### config.mk
export PLATFORM = sky130hd
export DESIGN_NAME = dmc_ctrl
export DESIGN_NICKNAME = d
export VERILOG_FILES = /design/src/sv/dmc_pkg.sv /design/src/sv/dmc_ctrl.sv
export SDC_FILE = /design/constraint.sdc
export NUM_CORES = 1
export LEC_CHECK = 0
export CAP_MARGIN = 10
export CORE_AREA = 2 2 39 41
export DETAILED_ROUTE_END_ITERATION = 10
export DIE_AREA = 0 0 41 43
export DONT_BUFFER_PORTS = 1
export PLACE_DENSITY = 0.45
export SLEW_MARGIN = 20
export SYNTH_ARGS = -nofsm -noshare
export SYNTH_HDL_FRONTEND = slang
export SYNTH_SLANG_ARGS = --single-unit
### constraint.sdc
create_clock -name clk -period 1.1 [get_ports clk]
set_input_delay 0 -clock clk [delete_from_list [all_inputs] [get_ports clk]]
set_output_delay 0 -clock clk [all_outputs]
set_load 0.05 [all_outputs]
### src/sv/dmc_pkg.sv
`timescale 1ns / 1ps
`default_nettype none
// ----------------------------------------------------------------------------
// Maze carver package
// Shared sizes, register indexes, heading codes, the stack entry layout, the
// controller command and status bundles, and the direction ordering table.
// ----------------------------------------------------------------------------
package dmc_pkg;

    localparam int MAX_SIDE  = 32;
    localparam int MAX_CELLS = 1024;
    localparam int COORD_W   = 5;
    localparam int SIDE_W    = 6;
    localparam int STACK_AW  = 10;
    localparam int COUNT_W   = 11;
    localparam int ORDER_W   = 5;
    localparam int POS_W     = 3;
    localparam int DIR_W     = 2;
    localparam int CFG_AW    = 2;
    localparam int CFG_DW    = 6;
    localparam int ORDER_MAX = 23;

    localparam logic [CFG_AW-1:0] REG_GRID_WIDTH  = 2'd0;
    localparam logic [CFG_AW-1:0] REG_GRID_HEIGHT = 2'd1;
    localparam logic [CFG_AW-1:0] REG_START_X     = 2'd2;
    localparam logic [CFG_AW-1:0] REG_START_Y     = 2'd3;

    localparam logic [DIR_W-1:0] DIR_NORTH = 2'd0;
    localparam logic [DIR_W-1:0] DIR_EAST  = 2'd1;
    localparam logic [DIR_W-1:0] DIR_SOUTH = 2'd2;
    localparam logic [DIR_W-1:0] DIR_WEST  = 2'd3;

    typedef struct packed {
        logic [COORD_W-1:0] x;
        logic [COORD_W-1:0] y;
        logic [ORDER_W-1:0] order;
        logic [POS_W-1:0]   pos;
    } walk_entry_t;

    typedef struct packed {
        logic start;
        logic set_order;
        logic clear_row;
        logic step;
        logic pop;
        logic load_top;
        logic push;
        logic finish;
    } cmd_t;

    typedef struct packed {
        logic generating;
        logic pos_end;
        logic in_bounds;
        logic visited_hit;
        logic stack_full;
        logic last_entry;
        logic clear_last;
        logic out_busy;
    } status_t;

    function automatic logic [DIR_W-1:0] perm_dir(input logic [ORDER_W-1:0] order,
                                                  input logic [1:0] pos);
        logic [4*DIR_W-1:0] row;
        logic [DIR_W-1:0]   dir;
        case (order)
            5'd0:    row = {DIR_NORTH, DIR_EAST,  DIR_SOUTH, DIR_WEST};
            5'd1:    row = {DIR_NORTH, DIR_EAST,  DIR_WEST,  DIR_SOUTH};
            5'd2:    row = {DIR_NORTH, DIR_SOUTH, DIR_EAST,  DIR_WEST};
            5'd3:    row = {DIR_NORTH, DIR_SOUTH, DIR_WEST,  DIR_EAST};
            5'd4:    row = {DIR_NORTH, DIR_WEST,  DIR_EAST,  DIR_SOUTH};
            5'd5:    row = {DIR_NORTH, DIR_WEST,  DIR_SOUTH, DIR_EAST};
            5'd6:    row = {DIR_EAST,  DIR_NORTH, DIR_SOUTH, DIR_WEST};
            5'd7:    row = {DIR_EAST,  DIR_NORTH, DIR_WEST,  DIR_SOUTH};
            5'd8:    row = {DIR_EAST,  DIR_SOUTH, DIR_NORTH, DIR_WEST};
            5'd9:    row = {DIR_EAST,  DIR_SOUTH, DIR_WEST,  DIR_NORTH};
            5'd10:   row = {DIR_EAST,  DIR_WEST,  DIR_NORTH, DIR_SOUTH};
            5'd11:   row = {DIR_EAST,  DIR_WEST,  DIR_SOUTH, DIR_NORTH};
            5'd12:   row = {DIR_SOUTH, DIR_NORTH, DIR_EAST,  DIR_WEST};
            5'd13:   row = {DIR_SOUTH, DIR_NORTH, DIR_WEST,  DIR_EAST};
            5'd14:   row = {DIR_SOUTH, DIR_EAST,  DIR_NORTH, DIR_WEST};
            5'd15:   row = {DIR_SOUTH, DIR_EAST,  DIR_WEST,  DIR_NORTH};
            5'd16:   row = {DIR_SOUTH, DIR_WEST,  DIR_NORTH, DIR_EAST};
            5'd17:   row = {DIR_SOUTH, DIR_WEST,  DIR_EAST,  DIR_NORTH};
            5'd18:   row = {DIR_WEST,  DIR_NORTH, DIR_EAST,  DIR_SOUTH};
            5'd19:   row = {DIR_WEST,  DIR_NORTH, DIR_SOUTH, DIR_EAST};
            5'd20:   row = {DIR_WEST,  DIR_EAST,  DIR_NORTH, DIR_SOUTH};
            5'd21:   row = {DIR_WEST,  DIR_EAST,  DIR_SOUTH, DIR_NORTH};
            5'd22:   row = {DIR_WEST,  DIR_SOUTH, DIR_NORTH, DIR_EAST};
            default: row = {DIR_WEST,  DIR_SOUTH, DIR_EAST,  DIR_NORTH};
        endcase
        case (pos)
            2'd0:    dir = row[7:6];
            2'd1:    dir = row[5:4];
            2'd2:    dir = row[3:2];
            default: dir = row[1:0];
        endcase
        return dir;
    endfunction

endpackage
`default_nettype wire

### src/sv/dmc_ctrl.sv
`timescale 1ns / 1ps
`default_nettype none
// ----------------------------------------------------------------------------
// Maze carver controller
// Sequences start, visited map clearing, neighbor checks, backtracking and
// result issue by commands to the datapath.
// ----------------------------------------------------------------------------
module dmc_ctrl
(
    input  wire logic             clk,
    input  wire logic             rst_n,
    input  wire logic             in_valid,
    output logic                  in_stall,
    input  dmc_pkg::status_t      status,
    output dmc_pkg::cmd_t         cmd
);

    typedef enum logic [2:0] {
        S_IDLE,
        S_CLEAR,
        S_SEARCH,
        S_CHECK,
        S_LOAD
    } state_t;

    state_t state_reg;
    state_t state_next;

    always_ff @(posedge clk or negedge rst_n)
    begin
        if (!rst_n)
        begin
            state_reg <= S_IDLE;
        end
        else
        begin
            state_reg <= state_next;
        end
    end

    always_comb
    begin
        state_next = state_reg;
        cmd        = '0;
        case (state_reg)
            S_IDLE:
            begin
                if (in_valid)
                begin
                    if (!status.generating)
                    begin
                        cmd.start  = 1'b1;
                        state_next = S_CLEAR;
                    end
                    else
                    begin
                        cmd.set_order = 1'b1;
                        state_next    = S_SEARCH;
                    end
                end
            end
            S_CLEAR:
            begin
                cmd.clear_row = 1'b1;
                if (status.clear_last)
                begin
                    state_next = S_SEARCH;
                end
            end
            S_SEARCH:
            begin
                if (status.pos_end)
                begin
                    if (status.last_entry)
                    begin
                        if (!status.out_busy)
                        begin
                            cmd.finish = 1'b1;
                            state_next = S_IDLE;
                        end
                    end
                    else
                    begin
                        cmd.pop    = 1'b1;
                        state_next = S_LOAD;
                    end
                end
                else
                begin
                    cmd.step = 1'b1;
                    if (status.in_bounds)
                    begin
                        state_next = S_CHECK;
                    end
                end
            end
            S_CHECK:
            begin
                if (status.visited_hit || status.stack_full)
                begin
                    state_next = S_SEARCH;
                end
                else if (!status.out_busy)
                begin
                    cmd.push   = 1'b1;
                    state_next = S_IDLE;
                end
            end
            S_LOAD:
            begin
                cmd.load_top = 1'b1;
                state_next   = S_SEARCH;
            end
            default:
            begin
                state_next = S_IDLE;
            end
        endcase
    end

    assign in_stall = (state_reg != S_IDLE);

endmodule
`default_nettype wire

# After elaboration in Yosys (flattened, before gate mapping)
# Cells that the tools add are included.
op_classes:
  addsub: 0
  multipliers: 0
  div: 0
  magnitude_cmp: 0
  n_eq_ne: 7
  shifts: 0
  mux: 25
  n_bitwise: 0
  reduce_logical: 4
ops:
  columns: ["op", "count"]
  rows:
  - ["2-to-1 mux 3 bit", 7]
  - ["case mux 3 bit (5 select lines)", 1]
  - ["2-to-1 mux 1 bit", 13]
  - ["2-to-1 mux 2 bit", 4]
  - ["equality test 3 x 2 -> 1 bit (second input constant)", 2]
  - ["inequality test 2 bit (second input constant)", 2]
  - ["equality test 3 x 1 -> 1 bit (second input constant)", 1]
  - ["equality test 3 bit (second input constant)", 1]
  - ["logical NOT 3 bit", 1]
  - ["inequality test 3 bit (second input constant)", 1]
  - ["AND reduction 3 bit", 1]
  - ["nonzero test 3 bit", 1]
  - ["logical OR 1 bit", 1]
word_totals:
  regBits: 3
  latch_bits: 0
  mem_bits_rw: 0
  rom_bits: 0
  in_bits: 11
  output_inout_bits: 9
  word_cells: 37
  n_memories: 0

# Depth between registers and ports, before layout
# Gate-level depths: netlist of run 1.
depth:
  ltp_word: 4
  ltp_mapped: 4
  mapped_depth_nobuf: 3

# Worst setup path before layout of run 1
# Ideal clock, no wire load.
synth_path:
  path_type: "reg2reg"
  start: "register state_reg[2]"
  end: "register state_reg[0]"
  setup_ps: 128
  arrival_ps: 2539
  required_ps: 972
  slack_ps: -1567
  path_stages_with_launch: 4
  path_buffers: 0
  synth_period_minus_slack_ps: 2667
  path_cell_list: "dfrtp_1 nor4b_1 and2b_1 o32ai_2"
synth_between:
  elab_chain_len: 3
  word_cells_on_any_way: 10
  classes_between: "7 x eq/ne; 1 x mux; 2 x reduce/logical"
synth_lines:
  columns: ["item", "line_no", "text"]
  rows:
  - ["from (decl)", "dmc_ctrl.sv:26", "state_t state_reg;"]
  - ["from (signal assigned)", "dmc_ctrl.sv:37", "state_reg <= state_next;"]
  - ["equality test 3 x 2 -> 1 bit, or another cell as far along", "dmc_ctrl.sv:45", "case (state_reg)"]
  - ["inequality test 3 bit (no source line) / inequality test 2 bit (equally long branches)", null, null]
  - ["AND reduction 3 bit (no source line)", null, null]
# Parallel ways exist; a longest one is shown, timed or not.
# A chain may end at the register's enable or synchronous reset.

==> results.py, run 1 <==
metrics = {
    "cts": {
        "cts.path.max_buffers": 2,
        "cts_buffers": 3,
        "cts_tree": "done",
        "cts.sink_count": 3,
        "cts-root-buf": "clkbuf_4",
        "clk_latency_ns": 0.23,
        "clkTransAtPathRegs_ns": 0.04,
        "htreeDepth": 1,
    },
    "run_status": {
        "violations": "negative setup slack",
        "outcome": "finished with violations",
    },
    "place": {
        "dp_slack_ns": -0.204,
        "place_inst": 65,
        "hpwlAfterDp_um": 763,
        "numPortBuffers": 0,
        "gp_congestion": 0.795,
    },
    "setup_path": {
        "critPathMaxFanout": 7,
        "r2r_cells": 4,
        "cp-start-kind": "register",
        "cp_data_required_time_ns": 1.10,
        "ff2ff_setup_slack_ns": -0.22,
        "worst-setup-path-type": "reg2out",
        "cp-end-kind": "primary output",
        "r2r_end": "state_reg[0]",
        "rr_startpoint": "state_reg[1]",
        "crit_arrival_ns": 1.35,
    },
    "grt": {
        "antenna_found_initial": 0,
        "met2_usage_pct": 20.9,
        "grt_first_pass_wirelength_um": 1570,
        "overflow": 0,
        "top_usage_layer": "met2",
        "grt_pass1_vias": 407,
        "use_met1_pct": 13.9,
        "grt_max_degree": 8,
        "track_usage_pct": 13.2,
        "use_met3_pct": 2.62,
    },
    "synth": {
        "ys_types": 22,
        "syn_area_um2": 307,
        "yosysWarnings": 0,
        "synth_area_per_cell_um2": 8.07,
        "netlist_instances": 38,
        "ys_seq_elements": 3,
        "synth-seq-area-share_pct": 24.5,
        "synth_nets": 49,
    },
    "layout": {
        "largest_reg_flops": 3,
        "drive_gt1_share_pct": 70.5,
        "syn2layout_area_growth_pct": 145,
        "nets": 73,
        "finalNonFillerCells": 77,
        "antennaDiodeCount": 0,
    },
    "sta": {
        "fmax_mhz": 742,
        "max_slew.worst_pin.slew_ns": 0.297,
        "holdWs_ns": 0.0192,
        "hold_viol_final": 0,
        "finalCriticalPeriod_ns": 1.35,
        "setup_viol": 11,
        "setup_slack_ns": -0.248,
        "finalCritPeriodShare_pct": 123,
        "slew_headroom_pct": 80.2,
        "finClkSkew_ns": 0.000572,
        "finalSetupTns_ns": -2.20,
        "rsz0062_at_grt": "yes",
        "drv_slew": 0,
    },
    "detailed_routing": {
        "drt_iter0_markers": 3,
        "ant_nets": 0,
        "wl_per_cell_um": 13.1,
        "drcViolationCount": 0,
        "dr.pass1.iters": 2,
        "vias": 385,
        "via_per_inst": 5.00,
        "routed_wl_um": 1010,
    },
    "die": {
        "die_width_um": 41,
        "ios": 20,
        "placementRows": 14,
        "die-area_um2": 1760,
        "core-area_um2": 1380,
        "die_y_um": 43,
        "initial_core_util_pct": 22.2,
    },
    "flow_run": {
        "max_cap_violations": 0,
    },
    "power_and_ir_drop": {
        "power.density_nw_per_um2": 2560,
        "worst_ir_drop_vdd_mv": 1.41,
        "power.leakage_uw": 0.000290,
    },
    "worst_hold_path": {
        "hold_class": "in2async",
    },
}
kinds of logic after synthesis:
family | after synthesis | synth area share [%]
muxes | 1 | 3.27
buffers and inverters | 5 | 8.98
AOI/OAI and AO/OA | 7 | 20.0
DFF | 3 | 24.5
and+or+nand+nor | 22 | 43.3
metrics by stage:
step	utilization [%]	power, µW	cell area (µm²)
after detailed placement	42.7	1400	591
after global placement	42.7	1380	591
after CTS	52.2	1860	722
after floorplan	-	996	402
final	54.2	1920	751
after global routing	54.2	2030	751
power by group:
part           total [µW]  switching (µW)  internal (µW)
Sequential            246            86.6            160
Combinational        1490             724            766
Clock                 189            52.9            136
Total                1920             863           1060
how the worst max path moves through the flow:
stage | from | endpoint | slack (ns) | cells after the start
6_report | state_reg[2] | cmd[5] | -0.25 | 5
5_1_grt | state_reg[2] | cmd[5] | -0.31 | 5
3_3_place_gp | state_reg[0] | state_reg[0] | -0.16 | 3
4_1_cts | state_reg[1] | cmd[7] | -0.26 | 5
3_5_place_dp | state_reg[1] | state_reg[0] | -0.20 | 3
2_1_floorplan | state_reg[0] | state_reg[0] | -0.42 | 3
area by class of cell:
type / count / area, µm²
fill: 125 / 633
sequential: 3 / 77.6
inverter: 2 / 7.51
tap: 16 / 20.0
multi-input combinational: 30 / 333
timing repair buffer: 22 / 287
clock buffer: 4 / 26.3
critical path: stages, from the launching register on:
cell and delay, ns:
dfrtp_1 0.37, buf_6 0.16, and2b_2 0.26, nand2b_1 0.13, inv_2 0.06, buf_12 0.14
cell usage in the layout (no fill, tap or decap), drive strengths merged, types with 3 or more instances in the layout:
master / Yosys / routed
buf: 3 / 19
nor4: 4 / 4
clkbuf: 0 / 4
nand2: 3 / 3
dlygate4sd3: 0 / 3
nor2: 3 / 3
dfrtp: 3 / 3
cell usage after synthesis:
library cell	number	area, µm²
a211o_1	1	8.76
a21oi_1	2	10.0
a221o_1	1	10.0
a32oi_1	1	8.76
and2b_1	2	15.0
and3_1	1	6.26
buf_2	1	5.00
buf_4	2	15.0
dfrtp_1	3	75.1
inv_1	2	7.51
mux2i_1	1	10.0
nand2_1	3	11.3
nand2b_1	2	12.5
nand3b_1	1	7.51
nor2_1	3	11.3
nor3_1	2	10.0
nor3b_1	2	15.0
nor4_1	4	25.0
nor4b_1	1	8.76
o21bai_1	1	7.51
o32ai_2	1	16.3
or4b_1	1	10.0
layer usage:
layer | wire [µm] | vias up
met5 | 0 | -
met4 | 39 | 0
met3 | 60 | 4
met2 | 598 | 12
met1 | 311 | 181
li1 | - | 188
timing repair:
item	4_1_cts	5_1_grt
resized for setup	12	7
endpoints found under the hold margin	5	0
setup endpoints to repair	11	12
setup buffers	5	0
pin swaps	5	6
hold buffers	3	0
Power figures use the tool's default switching activity.
==> run 2, diff against run 1 <==
- ABC_AREA: not set -> 1
- PLACE_DENSITY: 0.45 -> 0.47
==> run 2 against run 1 <==
Net effect: combinational power hardly changed; highest routed layer is now met3; the flow still finishes with violations (negative setup slack); clock power rose by 6%; wire length down 4.6%; largest power group unchanged; cell area is the same; synthesized cell count rose by 55%; register-to-register slack better by 0.10 ns; critical path depth unchanged; global-route usage grew 1.0 points; sequential share of layout area shrank 0.17 points; worst setup slack improved by 0.058 ns.
==> results.py, run 2 <==
metrics = {
    "run_status": {
        "outcome": "finished with violations",
        "violations": "negative setup slack",
    },
    "die": {
        "die-area_um2": 1760,
        "initial_core_util_pct": 23.9,
        "placementRows": 14,
        "die_y_um": 43,
        "die_width_um": 41,
        "ios": 20,
        "core-area_um2": 1380,
    },
    "layout": {
        "postLayoutCoreUtil_pct": 54.2,
        "largest_reg_flops": 3,
        "finalNonFillerCells": 102,
        "layout_commonest_cell": "nand2_1",
        "final_cell_mix": "nand2_1 (17), nor2_4 (7), buf_4 (7)",
        "antennaDiodeCount": 0,
        "nets": 98,
        "drive_gt1_share_pct": 52.3,
        "syn2layout_area_growth_pct": 127,
    },
    "setup_path": {
        "cp_data_required_time_ns": 1.10,
        "r2r_cells": 9,
        "crit_arrival_ns": 1.29,
        "cp-start-kind": "register",
        "ff2ff_setup_slack_ns": -0.12,
        "rr_startpoint": "state_reg[0]",
        "cp-end-kind": "primary output",
        "critPathMaxStageDelay_ns": 0.40,
        "r2r_end": "state_reg[0]",
        "critPathMaxFanout": 4,
        "slowest_stage": "dfrtp_1",
        "worst-setup-path-type": "reg2out",
        "worstPathCellList": "inv_2 > nand3_4 > buf_12 > nor2_4 > buf_6",
    },
    "synth": {
        "synth_nets": 70,
        "ys_seq_elements": 3,
        "yosysTopAreaCell": "dfrtp_1",
        "yosysMostFrequentCell": "nand2_1",
        "async_flop_share_pct": 100,
        "ys_types": 14,
        "synth_top_flop_cell": "dfrtp_1",
        "synth_top_area_share_pct": 22.7,
        "yosysWarnings": 0,
        "netlist_instances": 59,
        "synth_area_leaders": "dfrtp_1 (23%), nand2_1 (20%), nor2_1 (13%), nand3_1 (7.6%), inv_1 (6.8%)",
        "synth-seq-area-share_pct": 22.7,
        "syn_area_um2": 330,
        "synth_edf_count": 0,
        "synth_area_per_cell_um2": 5.60,
        "yosys-top-cells-count": "nand2_1 (18), nor2_1 (11), inv_1 (6), nand3_1 (5), inv_2 (4)",
    },
    "sta": {
        "finalCriticalPeriod_ns": 1.29,
        "setup_slack_ns": -0.190,
        "fmax_mhz": 775,
        "setup_viol": 11,
        "finClkSkew_ns": 0.000343,
        "hold_viol_final": 0,
        "drv_slew": 0,
        "finalCritPeriodShare_pct": 117,
        "slew_headroom_pct": 86.5,
        "rsz0062_at_grt": "yes",
        "max_slew.worst_pin.slew_ns": 0.202,
    },
    "cts": {
        "cts_buffers": 3,
        "cts_tree": "done",
        "cts.sink_count": 3,
        "clkTransAtPathRegs_ns": 0.04,
        "cts.path.max_buffers": 2,
        "cts-root-buf": "clkbuf_4",
        "htreeDepth": 1,
        "clk_latency_ns": 0.24,
    },
    "power_and_ir_drop": {
        "power.leakage_uw": 0.000354,
        "worst_ir_drop_vdd_mv": 1.22,
        "power.density_nw_per_um2": 2510,
    },
    "worst_hold_path": {
        "hold_class": "in2async",
    },
    "grt": {
        "top_usage_layer": "met2",
        "grt_max_degree": 8,
        "use_met1_pct": 16.8,
        "use_met3_pct": 4.19,
        "met2_usage_pct": 21.6,
        "overflow": 0,
        "track_usage_pct": 14.2,
        "grt_first_pass_wirelength_um": 1640,
        "antenna_found_initial": 0,
        "grt_pass1_vias": 408,
    },
    "detailed_routing": {
        "drt_iter0_markers": 1,
        "routed_wl_um": 963,
        "vias": 426,
        "wl_per_cell_um": 9.44,
        "dr.pass1.iters": 2,
        "ant_nets": 0,
        "drcViolationCount": 0,
        "via_per_inst": 4.18,
    },
    "place": {
        "hpwlAfterDp_um": 692,
        "gp_congestion": 0.836,
        "numPortBuffers": 0,
        "place_inst": 90,
        "dp_slack_ns": -0.0341,
    },
    "flow_run": {
        "max_cap_violations": 0,
    },
}
## run 2: worst max path at each step
| stage | startpoint | to |
|---|---|---|
| 6_report | state_reg[0] | cmd[4] |
| 2_1_floorplan | state_reg[2] | state_reg[0] |
| 3_5_place_dp | state_reg[1] | cmd[7] |
| 4_1_cts | state_reg[0] | cmd[7] |
| 5_1_grt | state_reg[0] | cmd[4] |
| 3_3_place_gp | state_reg[1] | cmd[7] |
## run 2: critical path, delay by kind of cell (launching register included)
kind                   cells  cell delay, ns
DFF                        1            0.40
buffers and inverters      3            0.43
and+or+nand+nor            2            0.21
## run 2: area by class of cell
cell class,instances,area [µm²]
well taps,16,20.0
multi-input cells,46,310
flip-flops and latches,3,76.3
repair buffers,23,280
clock buffers,4,26.3
inverters,10,37.5
fillers,131,633
## run 2: per-stage QoR
stage                     setup TNS, ns  cell area (µm²)  power (µW)  hold slack [ns]
after detailed placement        -0.0371              567        1370           -0.295
after global routing              -2.16              751        2020          0.00806
after CTS                         -1.48              734        1860          0.00899
after floorplan                  -0.768              372         929           -0.296
after global placement          -0.0343              567        1370           -0.295
final                             -1.34              751        1880           0.0159
## run 2: power by group
part           leakage (µW)  switching, µW  internal, µW
Clock             0.0000150           63.5           136
Sequential        0.0000375           61.4           156
Combinational      0.000302            789           677
## run 2: logic make-up after synthesis
| family | share of synthesized area [%] |
|---|---|
| AOI/OAI and AO/OA | 1.51 |
| buffers and inverters | 11.4 |
| DFF | 22.7 |
| and+or+nand+nor | 64.4 |
## run 2: routing by layer
layer / vias up / routed length (µm)
li1: 235 / -
met1: 181 / 395
met2: 10 / 518
met3: 0 / 49
met4: 0 / 0
met5: - / 0
## run 2: what timing repair did
action,CTS,global route
buffers inserted,4,0
setup endpoints to repair,11,12
gates resized for setup,17,3
pin swaps,5,1
endpoints found under the hold margin,5,0
hold buffers,4,0
==> run 3, diff against run 2 <==
- PLACE_DENSITY: 0.47 -> 0.5
==> run 3 against run 2 <==
Net effect: the run still ends with negative setup slack left; global-route usage is 0.39 points lower; sequential power hardly changed; critical path depth stayed put; non-clock buffer count is 3 higher; utilization is 4.3 points higher; worst hold slack worse by 0.0060 ns; worst setup slack better by 0.0090 ns; first-iteration DRC count stayed put; cell area is 8.0% higher; power is 12% higher; sequential share of layout area is 0.75 points lower; sequential cell count stayed put.
==> results.py, run 3 (synthesis results as in run 2) <==
metrics = {
    "grt": {
        "track_usage_pct": 13.8,
        "use_met3_pct": 2.62,
        "grt_first_pass_wirelength_um": 1630,
        "overflow": 0,
        "top_usage_layer": "met2",
        "grt_max_degree": 8,
        "use_met1_pct": 14.6,
        "antenna_found_initial": 0,
        "grt_pass1_vias": 428,
        "met2_usage_pct": 21.3,
    },
    "sta": {
        "fmax_mhz": 781,
        "finalCriticalPeriod_ns": 1.28,
        "max_slew.worst_pin.slew_ns": 0.200,
        "setup_viol": 11,
        "slew_headroom_pct": 86.7,
        "drv_slew": 0,
        "hold_viol_final": 0,
        "holdWs_ns": 0.00995,
        "setup_slack_ns": -0.181,
        "finalCritPeriodShare_pct": 116,
        "finClkSkew_ns": 0.000809,
        "rsz0062_at_grt": "yes",
    },
    "place": {
        "dp_slack_ns": -0.0516,
        "hpwlAfterDp_um": 720,
        "numPortBuffers": 0,
        "gp_congestion": 0.757,
    },
    "layout": {
        "drive_gt1_share_pct": 56.2,
        "nets": 101,
        "syn2layout_area_growth_pct": 145,
        "final_cell_mix": "nand2_1 (15), buf_4 (9), nor2_4 (8)",
        "antennaDiodeCount": 0,
        "layout_commonest_cell": "nand2_1",
        "largest_reg_flops": 3,
    },
    "detailed_routing": {
        "dr.pass1.iters": 4,
        "drcViolationCount": 0,
        "routed_wl_um": 1060,
        "wl_per_cell_um": 10.1,
        "ant_nets": 0,
        "vias": 475,
        "drt_iter0_markers": 1,
        "via_per_inst": 4.52,
    },
    "setup_path": {
        "path_buf_inv": 2,
        "crit_path_start": "state_reg[1]",
        "rr_startpoint": "state_reg[0]",
        "crit_family": "flip-flops",
        "critPathMaxFanout": 5,
        "r2r_cells": 9,
        "cp-end-kind": "primary output",
        "cp_data_required_time_ns": 1.10,
        "critPathMaxStageDelay_ns": 0.45,
        "ff2ff_setup_slack_ns": -0.09,
        "path_depth": 5,
        "r2r_end": "state_reg[0]",
        "worst-setup-path-type": "reg2out",
        "slowest_stage": "dfrtp_2",
        "worstPathCellList": "buf_12 > nor2_4 > nand3_2 > nor2_4 > buf_12",
        "crit_arrival_ns": 1.28,
        "cp-start-kind": "register",
    },
    "die": {
        "die-area_um2": 1760,
        "placementRows": 14,
        "ios": 20,
        "core-area_um2": 1380,
        "die_y_um": 43,
        "initial_core_util_pct": 23.9,
        "die_width_um": 41,
    },
    "power_and_ir_drop": {
        "power.leakage_uw": 0.000385,
        "worst_ir_drop_vdd_mv": 1.22,
        "power.density_nw_per_um2": 2610,
    },
    "run_status": {
        "outcome": "finished with violations",
        "violations": "negative setup slack",
    },
    "cts": {
        "htreeDepth": 1,
        "cts_tree": "done",
        "cts-root-buf": "clkbuf_4",
        "clk_latency_ns": 0.24,
        "cts_buffers": 3,
        "cts.path.max_buffers": 2,
        "clkTransAtPathRegs_ns": 0.04,
        "cts.sink_count": 3,
    },
    "worst_hold_path": {
        "hold_class": "in2async",
    },
    "flow_run": {
        "max_cap_violations": 0,
    },
}
-- run 3: what timing repair did --
action                                  4_1_cts  5_1_grt
gates resized for setup                      17       10
endpoints found under the setup margin       11       12
hold endpoints to repair                      5        0
setup buffers                                 8        1
hold buffers                                  4        0
pin swaps                                     6        3
-- run 3: stage by stage --
step / TNS [ns] / power, µW / instances / utilization (%) / area (µm²)
floorplan: -0.768 / 929 / 59 / - / 372
global placement: -0.0383 / 1330 / 88 / 39.9 / 552
detailed placement: -0.110 / 1340 / 88 / 39.9 / 552
CTS: -1.49 / 1940 / 104 / 54.4 / 753
global route: -1.90 / 2240 / 105 / 58.6 / 811
finish: -1.29 / 2110 / 105 / 58.6 / 811
-- run 3: final cells by class --
cell class / instances / area (µm²)
repair buffers: 26 / 323
fillers: 127 / 573
inverters: 10 / 37.5
multi-input cells: 46 / 328
clock buffers: 4 / 26.3
well taps: 16 / 20.0
flip-flops and latches: 3 / 76.3
-- run 3: metal layers --
| metal | part of all wire [%] | vias to the layer above |
|---|---|---|
| li1 | - | 240 |
| met4 | 2.4 | 0 |
| met2 | 58 | 20 |
| met3 | 6.9 | 4 |
| met5 | 0 | - |
| met1 | 33 | 211 |
-- run 3: power breakdown --
| part | total (µW) | internal (µW) | switching, µW |
|---|---|---|---|
| logic | 1700 | 818 | 882 |
| clock network | 200 | 136 | 64.0 |
| registers | 214 | 156 | 57.6 |
-- run 3: worst max path at each step --
stage	end	slack [ns]
final	cmd[6]	-0.18
after global routing	cmd[7]	-0.23
after CTS	cmd[6]	-0.19
after detailed placement	cmd[7]	-0.05
after global placement	cmd[7]	-0.03
after floorplan	state_reg[0]	-0.16
